--- src/sv/tga_rle_pkg.sv ---
`default_nettype none

package tga_rle_pkg;

  localparam int unsigned CfgIndexWidth = 8;
  localparam int unsigned CfgDataWidth  = 16;

  typedef enum logic [CfgIndexWidth-1:0] {
    REG_BYTES_PER_PIXEL = 8'd0,
    REG_COMPRESSED_MODE = 8'd1,
    REG_IMAGE_WIDTH     = 8'd2,
    REG_IMAGE_HEIGHT    = 8'd3
  } cfg_reg_t;

  localparam logic [6:0] CountMask = 7'h7F;

  // Settings seen by the decode logic.
  typedef struct packed {
    logic [2:0]  bytes_per_pixel;
    logic        compressed_mode;
    logic [31:0] pixel_total;
  } cfg_t;

  // Decoder state carried from byte to byte.
  typedef struct packed {
    logic        expect_header;
    logic        run_packet;
    logic [7:0]  packet_left;
    logic [1:0]  byte_index;
    logic [31:0] color_buffer;
    logic [31:0] pixels_left;
  } dec_state_t;

  typedef struct packed {
    logic        valid;
    logic [31:0] pixel_word;
    logic [7:0]  repeat_count;
    logic        image_last;
    logic        overrun;
  } dec_result_t;

endpackage

`default_nettype wire

--- src/sv/tga_rle_pixel_decoder_top.sv ---
// TGA run-length pixel decoder.
//
// Body bytes enter on the input channel (in_valid, in_stall, in_byte), one
// request per byte. Pixels leave on the output channel (out_valid, out_stall)
// with pixel_word, repeat_count, image_last and overrun. Header bytes and
// the leading bytes of a pixel give no output request.
// Settings are written through the cfg channel (cfg_valid, cfg_ready,
// cfg_index, cfg_data) while no byte is in flight; cfg_ready is always high.
// Index 0 is bytes per pixel, 1 the compressed mode, 2 the width, 3 the height.
//
// A byte lands in an input register and is decoded from there, once the
// output register is free, into the output register that holds the pixel request.
// One byte per cycle is sustained while the output does not stall; the
// limit is the single decode step between the input and output registers.
// A stalled output holds its request, and the input stalls only while its
// register holds a byte that has nowhere to go.
// Reset restores the default settings (4 bytes per pixel, compressed,
// 1 x 1 image) and drops any byte or pixel in flight.
`default_nettype none

module tga_rle_pixel_decoder_top (
  input  wire logic                                  clk,
  input  wire logic                                  rst,
  input  wire logic                                  cfg_valid,
  output logic                                       cfg_ready,
  input  wire logic [tga_rle_pkg::CfgIndexWidth-1:0] cfg_index,
  input  wire logic [tga_rle_pkg::CfgDataWidth-1:0]  cfg_data,
  input  wire logic                                  in_valid,
  output logic                                       in_stall,
  input  wire logic [7:0]                            in_byte,
  output logic                                       out_valid,
  input  wire logic                                  out_stall,
  output logic [31:0]                                pixel_word,
  output logic [7:0]                                 repeat_count,
  output logic                                       image_last,
  output logic                                       overrun
);

  tga_rle_pkg::cfg_t         cfg;
  tga_rle_pkg::dec_state_t   state;
  tga_rle_pkg::dec_state_t   state_next;
  tga_rle_pkg::dec_result_t  result;

  logic       in_full;
  logic [7:0] in_hold;
  logic       out_free;
  logic       advance;
  logic       accept;

  tga_rle_cfg u_cfg (
    .clk       (clk),
    .rst       (rst),
    .cfg_valid (cfg_valid),
    .cfg_ready (cfg_ready),
    .cfg_index (cfg_index),
    .cfg_data  (cfg_data),
    .cfg       (cfg)
  );

  tga_rle_step u_step (
    .cfg        (cfg),
    .state      (state),
    .in_byte    (in_hold),
    .state_next (state_next),
    .result     (result)
  );

  assign out_free = !out_valid || !out_stall;
  assign advance  = in_full && out_free;
  assign in_stall = in_full && !out_free;
  assign accept   = in_valid && !in_stall;

  always_ff @(posedge clk) begin
    if (rst) begin
      in_full <= 1'b0;
    end else if (accept) begin
      in_full <= 1'b1;
    end else if (advance) begin
      in_full <= 1'b0;
    end
  end

  always_ff @(posedge clk) begin
    if (accept) begin
      in_hold <= in_byte;
    end
  end

  always_ff @(posedge clk) begin
    if (rst) begin
      state.expect_header <= 1'b1;
      state.run_packet    <= 1'b0;
      state.packet_left   <= 8'd0;
      state.byte_index    <= 2'd0;
      state.color_buffer  <= 32'd0;
      state.pixels_left   <= 32'd0;
    end else if (advance) begin
      state <= state_next;
    end
  end

  always_ff @(posedge clk) begin
    if (rst) begin
      out_valid <= 1'b0;
    end else if (out_free) begin
      out_valid <= advance && result.valid;
    end
  end

  always_ff @(posedge clk) begin
    if (out_free && advance && result.valid) begin
      pixel_word   <= result.pixel_word;
      repeat_count <= result.repeat_count;
      image_last   <= result.image_last;
      overrun      <= result.overrun;
    end
  end

endmodule

`default_nettype wire

--- src/sv/tga_rle_cfg.sv ---
`default_nettype none

module tga_rle_cfg (
  input  wire logic                                  clk,
  input  wire logic                                  rst,
  input  wire logic                                  cfg_valid,
  output logic                                       cfg_ready,
  input  wire logic [tga_rle_pkg::CfgIndexWidth-1:0] cfg_index,
  input  wire logic [tga_rle_pkg::CfgDataWidth-1:0]  cfg_data,
  output tga_rle_pkg::cfg_t                          cfg
);

  logic [2:0]  bytes_per_pixel;
  logic        compressed_mode;
  logic [15:0] image_width;
  logic [15:0] image_height;
  logic [31:0] pixel_total;
  logic [31:0] product;

  assign cfg_ready = 1'b1;

  always_ff @(posedge clk) begin
    if (rst) begin
      bytes_per_pixel <= 3'd4;
      compressed_mode <= 1'b1;
      image_width     <= 16'd1;
      image_height    <= 16'd1;
    end else if (cfg_valid) begin
      case (cfg_index)
        tga_rle_pkg::REG_BYTES_PER_PIXEL: bytes_per_pixel <= cfg_data[2:0];
        tga_rle_pkg::REG_COMPRESSED_MODE: compressed_mode <= cfg_data[0];
        tga_rle_pkg::REG_IMAGE_WIDTH:     image_width     <= cfg_data[15:0];
        tga_rle_pkg::REG_IMAGE_HEIGHT:    image_height    <= cfg_data[15:0];
        default: ;
      endcase
    end
  end

  assign product = 32'(image_width) * 32'(image_height);

  // The pixel limit is registered once behind the size registers; nothing
  // holds a byte back from the decode logic while the limit catches up.
  always_ff @(posedge clk) begin
    if (rst) begin
      pixel_total <= 32'd1;
    end else begin
      pixel_total <= (product == 32'd0) ? 32'd1 : product;
    end
  end

  assign cfg.bytes_per_pixel = bytes_per_pixel;
  assign cfg.compressed_mode = compressed_mode;
  assign cfg.pixel_total     = pixel_total;

endmodule

`default_nettype wire

--- src/sv/tga_rle_step.sv ---
`default_nettype none

module tga_rle_step (
  input  wire tga_rle_pkg::cfg_t         cfg,
  input  wire tga_rle_pkg::dec_state_t   state,
  input  wire logic [7:0]                in_byte,
  output tga_rle_pkg::dec_state_t        state_next,
  output tga_rle_pkg::dec_result_t       result
);

  always_comb begin
    tga_rle_pkg::dec_state_t s;
    logic [2:0]  pix_bytes;
    logic [1:0]  idx_next;
    logic [31:0] merged;
    logic [31:0] rc;
    logic        ovr;
    logic [31:0] pix;

    s         = state;
    rc        = 32'd1;
    ovr       = 1'b0;
    pix       = 32'd0;
    merged    = 32'd0;
    idx_next  = 2'd0;
    result    = '0;

    if (cfg.bytes_per_pixel == 3'd0) begin
      pix_bytes = 3'd1;
    end else if (cfg.bytes_per_pixel > 3'd4) begin
      pix_bytes = 3'd4;
    end else begin
      pix_bytes = cfg.bytes_per_pixel;
    end

    // A byte with no image in progress starts a new one.
    if (s.pixels_left == 32'd0) begin
      s.pixels_left   = cfg.pixel_total;
      s.expect_header = 1'b1;
      s.run_packet    = 1'b0;
      s.packet_left   = 8'd0;
      s.byte_index    = 2'd0;
      s.color_buffer  = 32'd0;
    end

    if (cfg.compressed_mode && s.expect_header) begin
      s.packet_left   = {1'b0, in_byte[6:0] & tga_rle_pkg::CountMask} + 8'd1;
      s.run_packet    = in_byte[7];
      s.expect_header = 1'b0;
      s.byte_index    = 2'd0;
      s.color_buffer  = 32'd0;
    end else begin
      merged = s.color_buffer;
      case (s.byte_index)
        2'd0:    merged[7:0]   = merged[7:0]   | in_byte;
        2'd1:    merged[15:8]  = merged[15:8]  | in_byte;
        2'd2:    merged[23:16] = merged[23:16] | in_byte;
        default: merged[31:24] = merged[31:24] | in_byte;
      endcase
      idx_next = s.byte_index + 2'd1;
      if (idx_next != 2'd0 && {1'b0, idx_next} < pix_bytes) begin
        s.color_buffer = merged;
        s.byte_index   = idx_next;
      end else begin
        pix            = merged;
        s.byte_index   = 2'd0;
        s.color_buffer = 32'd0;
        if (cfg.compressed_mode) begin
          if (s.packet_left == 8'd0) begin
            s.packet_left = 8'd1;
          end
          if (s.run_packet) begin
            rc = 32'(s.packet_left);
            // A run longer than what is left of the image is clamped.
            if (rc > s.pixels_left) begin
              rc  = s.pixels_left;
              ovr = 1'b1;
            end
            s.packet_left = 8'd0;
          end else begin
            s.packet_left = s.packet_left - 8'd1;
            if (s.pixels_left == 32'd1 && s.packet_left != 8'd0) begin
              ovr = 1'b1;
            end
          end
          s.pixels_left = s.pixels_left - rc;
          if (s.packet_left == 8'd0) begin
            s.expect_header = 1'b1;
          end
        end else begin
          s.pixels_left = s.pixels_left - 32'd1;
        end

        if (s.pixels_left == 32'd0) begin
          s.expect_header = 1'b1;
          s.packet_left   = 8'd0;
          s.run_packet    = 1'b0;
        end

        result.valid        = 1'b1;
        result.pixel_word   = pix;
        result.repeat_count = rc[7:0];
        result.image_last   = (s.pixels_left == 32'd0);
        result.overrun      = ovr;
      end
    end

    state_next = s;
  end

endmodule

`default_nettype wire

--- config.mk ---
export PLATFORM = sky130hd
export DESIGN_NAME = tga_rle_pixel_decoder_top
export DESIGN_NICKNAME = d
export VERILOG_FILES = /design/src/sv/tga_rle_pkg.sv /design/src/sv/tga_rle_pixel_decoder_top.sv /design/src/sv/tga_rle_cfg.sv /design/src/sv/tga_rle_step.sv
export SDC_FILE = /design/constraint.sdc
export NUM_CORES = 1
export LEC_CHECK = 0
export BUFFER_PORTS_ARGS = -buffer_cell sky130_fd_sc_hd__buf_2
export CORE_MARGIN = 2
export CORE_UTILIZATION = 65
export CTS_BUF_LIST = sky130_fd_sc_hd__clkbuf_8
export DETAILED_ROUTE_END_ITERATION = 7
export GPL_TIMING_DRIVEN = 0
export PLACE_DENSITY = 0.88
export SKIP_LAST_GASP = 1
export SLEW_MARGIN = 20
export SYNTH_ARGS = -nofsm -noshare
export SYNTH_HDL_FRONTEND = slang
export SYNTH_SLANG_ARGS = --single-unit
--- constraint.sdc ---
create_clock -name clk -period 12 [get_ports clk]
set_clock_uncertainty 0.15 [all_clocks]
set_input_delay 0.6 -clock clk [delete_from_list [all_inputs] [get_ports clk]]
set_output_delay 0.6 -clock clk [all_outputs]
set_load 0.02 [all_outputs]
==> results of run 1 <==
Yosys cell counts (17+ instances only):
library cell  instances  share of area (%)
nand2_1             291                5.3
inv_1               261                4.8
nor2_1              251                4.6
fa_1                195                 19
ha_1                154                9.4
dfxtp_1             146                 14
clkbuf_1            127                2.3
a21oi_1             114                2.8
and2_1              103                3.2
o21ai_0              75                1.8
a22oi_1              65                2.4
a21o_1               50                1.8
edfxtp_1             50                7.4
xnor2_1              49                2.1
nor3_1               44                1.1
mux2i_1              35                1.7
nand3_1              34               0.83
a211oi_1             33                1.2
or3_1                30               0.92
xor2_1               25                1.1
and3_1               21               0.64
a31oi_1              20               0.61
nand2b_1             20               0.61
nor4_1               20               0.61
nand4_1              18               0.55
o211ai_1             17               0.62
area by class of cell:
class	instances	area share (%)
Buffer	147	2.62
Clock buffer	18	1.14
Clock inverter	14	0.671
Inverter	261	4.49
Multi-Input combinational cell	1879	66.6
Sequential cell	196	20.3
Tap cell	396	2.27
Timing Repair Buffer	81	1.93
metal layers:
metal	global-route usage [%]	up-vias
met5	0	-
met1	48.9	9092
met2	65.3	1124
li1	-	8564
met3	5.85	225
met4	18.3	0
path summary, 6_finish.rpt:
path,endpoint,slack (ps),cells after the start
setup / recovery,state[66],1650,35
hold / removal,in_hold[7],100,1
setup reg to reg,state[66],1650,35
hold reg to reg,state[68],330,2
registers in the layout (all words and copies together), names as in the netlist:
signal	count
in_full	1
in_hold	8
out_valid	1
pixel_word	32
u_cfg.image_height	16
u_cfg.pixel_total	32
image_last	1
overrun	1
state	76
u_cfg.image_width	16
repeat_count	8
u_cfg.compressed_mode	1
u_cfg.bytes_per_pixel	3
kinds of logic (layout without fill, tap and decap cells):
family / count (synthesis) / in the layout / synth area share [%]
mux: 39 / 39 / 1.94
flops: 196 / 196 / 21.7
simple gates: 899 / 899 / 20.8
compound gates: 494 / 494 / 16.3
fa+ha+maj: 349 / 349 / 28.5
xor+xnor: 74 / 74 / 3.17
other cells: 1 / 24 / 0.0184
buf+inv: 408 / 521 / 7.60
power groups by stage:
stage          Combinational, mW  Clock, mW  Sequential, mW
5_1_grt                    0.368      0.471           0.693
2_1_floorplan              0.234          0           0.703
3_3_place_gp               0.321          0           0.706
6_report                   0.340      0.449           0.692
4_1_cts                    0.328      0.445           0.691
3_5_place_dp               0.325          0           0.706
placed cells by master, fill, tap and decap left out, types with 14 or more instances in the layout:
master,n
nand2_1,291
o21a_1,16
a21oi_1,114
clkbuf_8,18
xnor2_1,49
nor2b_1,14
nor3_1,44
nand3_1,34
a211oi_1,33
buf_2,84
and2_1,103
dfxtp_1,146
inv_1,262
nand2b_1,20
edfxtp_1,50
a22oi_1,65
fa_1,195
ha_1,154
mux2i_1,35
o211ai_1,17
conb_1,24
nor2_1,251
and3_1,21
a21o_1,50
or4_1,15
xor2_1,25
a31oi_1,20
clkbuf_1,127
nor4_1,20
nand4_1,18
o21ai_0,75
or3_1,30
==> results.sh, run 1 <==
export IMPL_status="completed"
export IMPL_nFillCells=2427
export IMPL_avgSynthCellArea_sq_um=8.30
export IMPL_critical_path_class="reg2reg"
export IMPL_critical_path_most_common_cell="o21ai_0"
export IMPL_insertion_delay_ps=510
export IMPL_ant_nets=0
export IMPL_p_int_mw=0.976
export IMPL_p_comb_share_pct=23.0
export IMPL_max_stage_delay_ps=770
export IMPL_start_util_pct=66.4
export IMPL_grt_max_degree=37
export IMPL_hold_viol_final=0
export IMPL_grt_pass1_wl_mm=99.6
export IMPL_clk_path_buf_depth=2
export IMPL_seq_area_frac_synth_pct=21.7
export IMPL_p_switching_mw=0.504
export IMPL_period_minus_slack_ps=10350
export IMPL_worstPathArrival_ps=10570
export IMPL_finalSetupTns_ps=0
export IMPL_drc=0
export IMPL_synth_edff_count=50
export IMPL_rsz0062_at_grt="no"
export IMPL_crit_fanout=10
export IMPL_met2_length_mm=30.0
export IMPL_p_per_area_nw_per_um2=67.9
export IMPL_syn2layout_area_growth_pct=6.84
export IMPL_rows=64
export IMPL_cts_resized=0
export IMPL_setup_viol=0
export IMPL_regToRegStartpoint="state[5]"
export IMPL_syn_cell_area_sq_um=20400
export IMPL_firstDrtPassIters=6
export IMPL_wl_met1_mm=24.4
export IMPL_leakagePower_nw=9.83
export IMPL_worst_path_max_delay_cell="nor3_1"
export IMPL_multi_input_area_sq_um=14500
export IMPL_fin_ws_ps=1650
export IMPL_cts_sinks=196
export IMPL_ys_async_sr_fraction_pct=0
export IMPL_required_ps=12220
export IMPL_finalNonFillerCells=2992
export IMPL_final_layout_size_suffix_gt1_share_pct=5.62
export IMPL_cp_start_kind="flop"
export IMPL_gp_congestion=0.981
export IMPL_yosys_warnings=0
export IMPL_antenna_found_initial=1
export IMPL_port_buffers=80
export IMPL_placedInstanceArea_sq_um=21400
export IMPL_root_buffer="clkbuf_8"
export IMPL_wl_per_cell_um=21.1
export IMPL_dp_hpwl_mm=50.3
export IMPL_top_layer_used="met4"
export IMPL_power_mw=1.48
export IMPL_finalCritPeriodShare_pct=86.3
export IMPL_grt_total_usage_pct=38.6
export IMPL_pre_cts_slack_ps=1970
export IMPL_finalMaxSlewViolations=0
export IMPL_io_pins=82
export IMPL_tightestPinTransition_ps=1000
export IMPL_max_cap_violations=0
export IMPL_die_w_um=181
export IMPL_critPathLaunch="state[5]"
export IMPL_wl_met3_mm=5.58
export IMPL_seq_power_share_pct=46.7
export IMPL_hold_path_startpoint="in_byte[7]"
export IMPL_cts_buffers=17
export IMPL_via_count=19005
export IMPL_grt_overflow_total=0
export IMPL_insertedDiodeCount=0
export IMPL_finalInstanceArea_sq_um=21800
export IMPL_htreeDepth=4
export IMPL_path_buf_inv=7
export IMPL_grt_pass1_vias=18949
export IMPL_crit_path_end_kind="flop"
export IMPL_die_h_um=181
export IMPL_power_frac_clock_pct=30.3
export IMPL_p_sw_share_pct=34.1
export IMPL_holdBufCountCts=0
export IMPL_irDropWorstVdd_uv=68.2
export IMPL_syn_inst=2460
export IMPL_final_util_pct=71.0
export IMPL_final_nets=2969
export IMPL_cts_tree="done"
export IMPL_ys_seq_elements=196
export IMPL_die_area_sq_um=32900
export IMPL_dp_cells=2960
export IMPL_vias_per_cell=6.35
export IMPL_synth_main_ff_cell="dfxtp_1"
export IMPL_cts_clk_slew_worst_paths_ps=110
export IMPL_fmax_mhz=96.6
export IMPL_post_cts_setup_buffer_count=0
export IMPL_slew_headroom_pct=31.6
export IMPL_crit_family="simple AND/OR/NAND/NOR gates"
export IMPL_seqCellArea_sq_um=4420
export IMPL_drt_iter0_drc=1951
export IMPL_hp_class="in2reg"
export IMPL_ys_types=82
export IMPL_whs_ps=102
export IMPL_wirelength_mm=63.1
export IMPL_core_area_sq_um=30700
Note: power is estimated with default switching activity, not from simulation.
==> run 2, diff against run 1 <==
--- a/config.mk
+++ b/config.mk
@@ -6,6 +6,7 @@
 export NUM_CORES = 1
 export LEC_CHECK = 0
 export BUFFER_PORTS_ARGS = -buffer_cell sky130_fd_sc_hd__buf_2
+export CORE_ASPECT_RATIO = 1.4
 export CORE_MARGIN = 2
 export CORE_UTILIZATION = 65
 export CTS_BUF_LIST = sky130_fd_sc_hd__clkbuf_8
==> results.sh, run 2 (same netlist as run 1, synthesis figures left out) <==
export IMPL_status="completed"
export IMPL_finalNonFillerCells=2986
export IMPL_cts_clk_slew_worst_paths_ps=130
export IMPL_min_delay_worst_endpoint="in_hold[4]"
export IMPL_p_switching_mw=0.535
export IMPL_grt_pass1_vias=18877
export IMPL_p_per_area_nw_per_um2=69.5
export IMPL_regToRegStartpoint="state[5]"
export IMPL_antenna_found_initial=0
export IMPL_critical_path_most_common_cell="o21ai_0"
export IMPL_ant_nets=0
export IMPL_largest_register="state"
export IMPL_rsz0062_at_grt="no"
export IMPL_p_sw_share_pct=35.2
export IMPL_die_area_sq_um=32900
export IMPL_grt_max_degree=29
export IMPL_rows=76
export IMPL_finalMaxSlewViolations=0
export IMPL_slew_headroom_pct=28.2
export IMPL_grt_overflow_total=0
export IMPL_hold_viol_final=0
export IMPL_critical_path_class="reg2reg"
export IMPL_insertion_delay_ps=520
export IMPL_p_int_mw=0.985
export IMPL_nFillCells=2426
export IMPL_cts_sinks=196
export IMPL_reg_top3="state: 76 flops, pixel_word: 32 flops, u_cfg.pixel_total: 32 flops"
export IMPL_clk_path_buf_depth=2
export IMPL_period_minus_slack_ps=10370
export IMPL_cp_start_kind="flop"
export IMPL_syn2layout_area_growth_pct=7.08
export IMPL_dp_hpwl_mm=51.3
export IMPL_cp_depth=35
export IMPL_whs_ps=102
export IMPL_largest_reg_flops=76
export IMPL_firstDrtPassIters=8
export IMPL_port_buffers=80
export IMPL_tightestPinTransition_ps=1070
export IMPL_leakagePower_nw=9.84
export IMPL_post_cts_setup_buffer_count=0
export IMPL_fmax_mhz=96.5
export IMPL_cts_tree="done"
export IMPL_max_stage_delay_ps=870
export IMPL_io_pins=82
export IMPL_insertedDiodeCount=0
export IMPL_crit_family="simple AND/OR/NAND/NOR gates"
export IMPL_die_h_um=214
export IMPL_htreeDepth=4
export IMPL_path_buf_inv=7
export IMPL_drt_iter0_drc=1791
export IMPL_setup_viol=0
export IMPL_wirelength_mm=64.1
export IMPL_crit_fanout=10
export IMPL_max_cap_violations=0
export IMPL_holdBufCountCts=0
export IMPL_gp_congestion=1.04
export IMPL_worst_path_max_delay_cell="nor4_1"
export IMPL_die_w_um=154
export IMPL_grt_pass1_wl_mm=98.0
export IMPL_vias_per_cell=6.37
export IMPL_final_common_cell="nand2_1"
export IMPL_rr_endpoint="state[69]"
export IMPL_final_nets=2969
export IMPL_p_comb_share_pct=22.4
export IMPL_layout_common_cells="nand2_1 (291), inv_1 (260), nor2_1 (251), fa_1 (195), ha_1 (154)"
export IMPL_start_util_pct=66.1
export IMPL_via_count=19021
export IMPL_r2r_slack_ps=1630
export IMPL_wl_per_cell_um=21.5
export IMPL_final_layout_size_suffix_gt1_share_pct=5.70
export IMPL_cts_resized=0
export IMPL_grt_total_usage_pct=38.7
export IMPL_hold_path_startpoint="in_byte[4]"
export IMPL_root_buffer="clkbuf_8"
export IMPL_irDropWorstVdd_uv=76.4
export IMPL_finalSetupTns_ps=0
export IMPL_seq_power_share_pct=45.6
export IMPL_power_frac_clock_pct=32.0
export IMPL_reg2reg_depth=35
export IMPL_finalCritPeriodShare_pct=86.4
export IMPL_worstPathArrival_ps=10640
export IMPL_cts_buffers=17
export IMPL_whs_path_depth=1
export IMPL_core_area_sq_um=30900
export IMPL_drc=0
export IMPL_dp_cells=2954
export IMPL_required_ps=12270
export IMPL_crit_path_end_kind="flop"
export IMPL_hp_class="in2reg"
-- run 2: cell count changes in the layout (fill, tap and decap cells not counted) --
cell / previous run / this run
inv_6: 5 / 3
clkinv_4: 3 / 0
clkinvlp_4: 0 / 1
inv_12: 0 / 3
clkbuf_8: 18 / 17
inv_1: 262 / 260
clkinv_8: 1 / 5
-- run 2: how the worst max path moves through the flow --
| stage | from | to | slack, ps |
|---|---|---|---|
| detailed placement | state[5] | state[69] | 2010 |
| global placement | state[5] | state[69] | 1980 |
| CTS | state[5] | state[69] | 1940 |
| finish | state[5] | state[69] | 1630 |
| floorplan | state[3] | state[66] | 3980 |
| global route | state[5] | state[66] | 1270 |
-- run 2: stage by stage --
stage / worst slack (ps) / power (mW) / utilization [%] / cell area (sq um)
6_report: 1630 / 1.52 / 70.8 / 21900
4_1_cts: 1940 / 1.51 / 70.8 / 21900
3_5_place_dp: 2010 / 1.03 / 69.3 / 21400
5_1_grt: 1270 / 1.56 / 70.8 / 21900
2_1_floorplan: 3980 / 0.937 / - / 20500
3_3_place_gp: 1980 / 1.03 / 69.2 / 21400
-- run 2: final cells by class --
cell class	instances	area, sq um	share of cell area [%]
inverter	261	980	4.48
multi-input combinational	1879	14500	66.5
clock inverter	15	216	0.990
sequential	196	4420	20.2
tap	390	488	2.23
buffer	147	572	2.61
clock buffer	17	234	1.07
timing repair buffer	81	420	1.92
-- run 2: routing by layer --
metal	wire, um	vias up	track usage [%]
met5	0	-	0
met4	4880	0	26.7
met3	4450	290	5.07
met2	31900	1007	69.9
met1	22800	9167	42.4
li1	-	8557	-
-- run 2: power groups by stage --
stage | clock (mW) | sequential [mW] | combinational (mW)
after floorplan | 0 | 0.703 | 0.234
after global placement | 0 | 0.707 | 0.322
after detailed placement | 0 | 0.707 | 0.326
after CTS | 0.488 | 0.692 | 0.329
after global routing | 0.505 | 0.694 | 0.364
final | 0.487 | 0.693 | 0.340
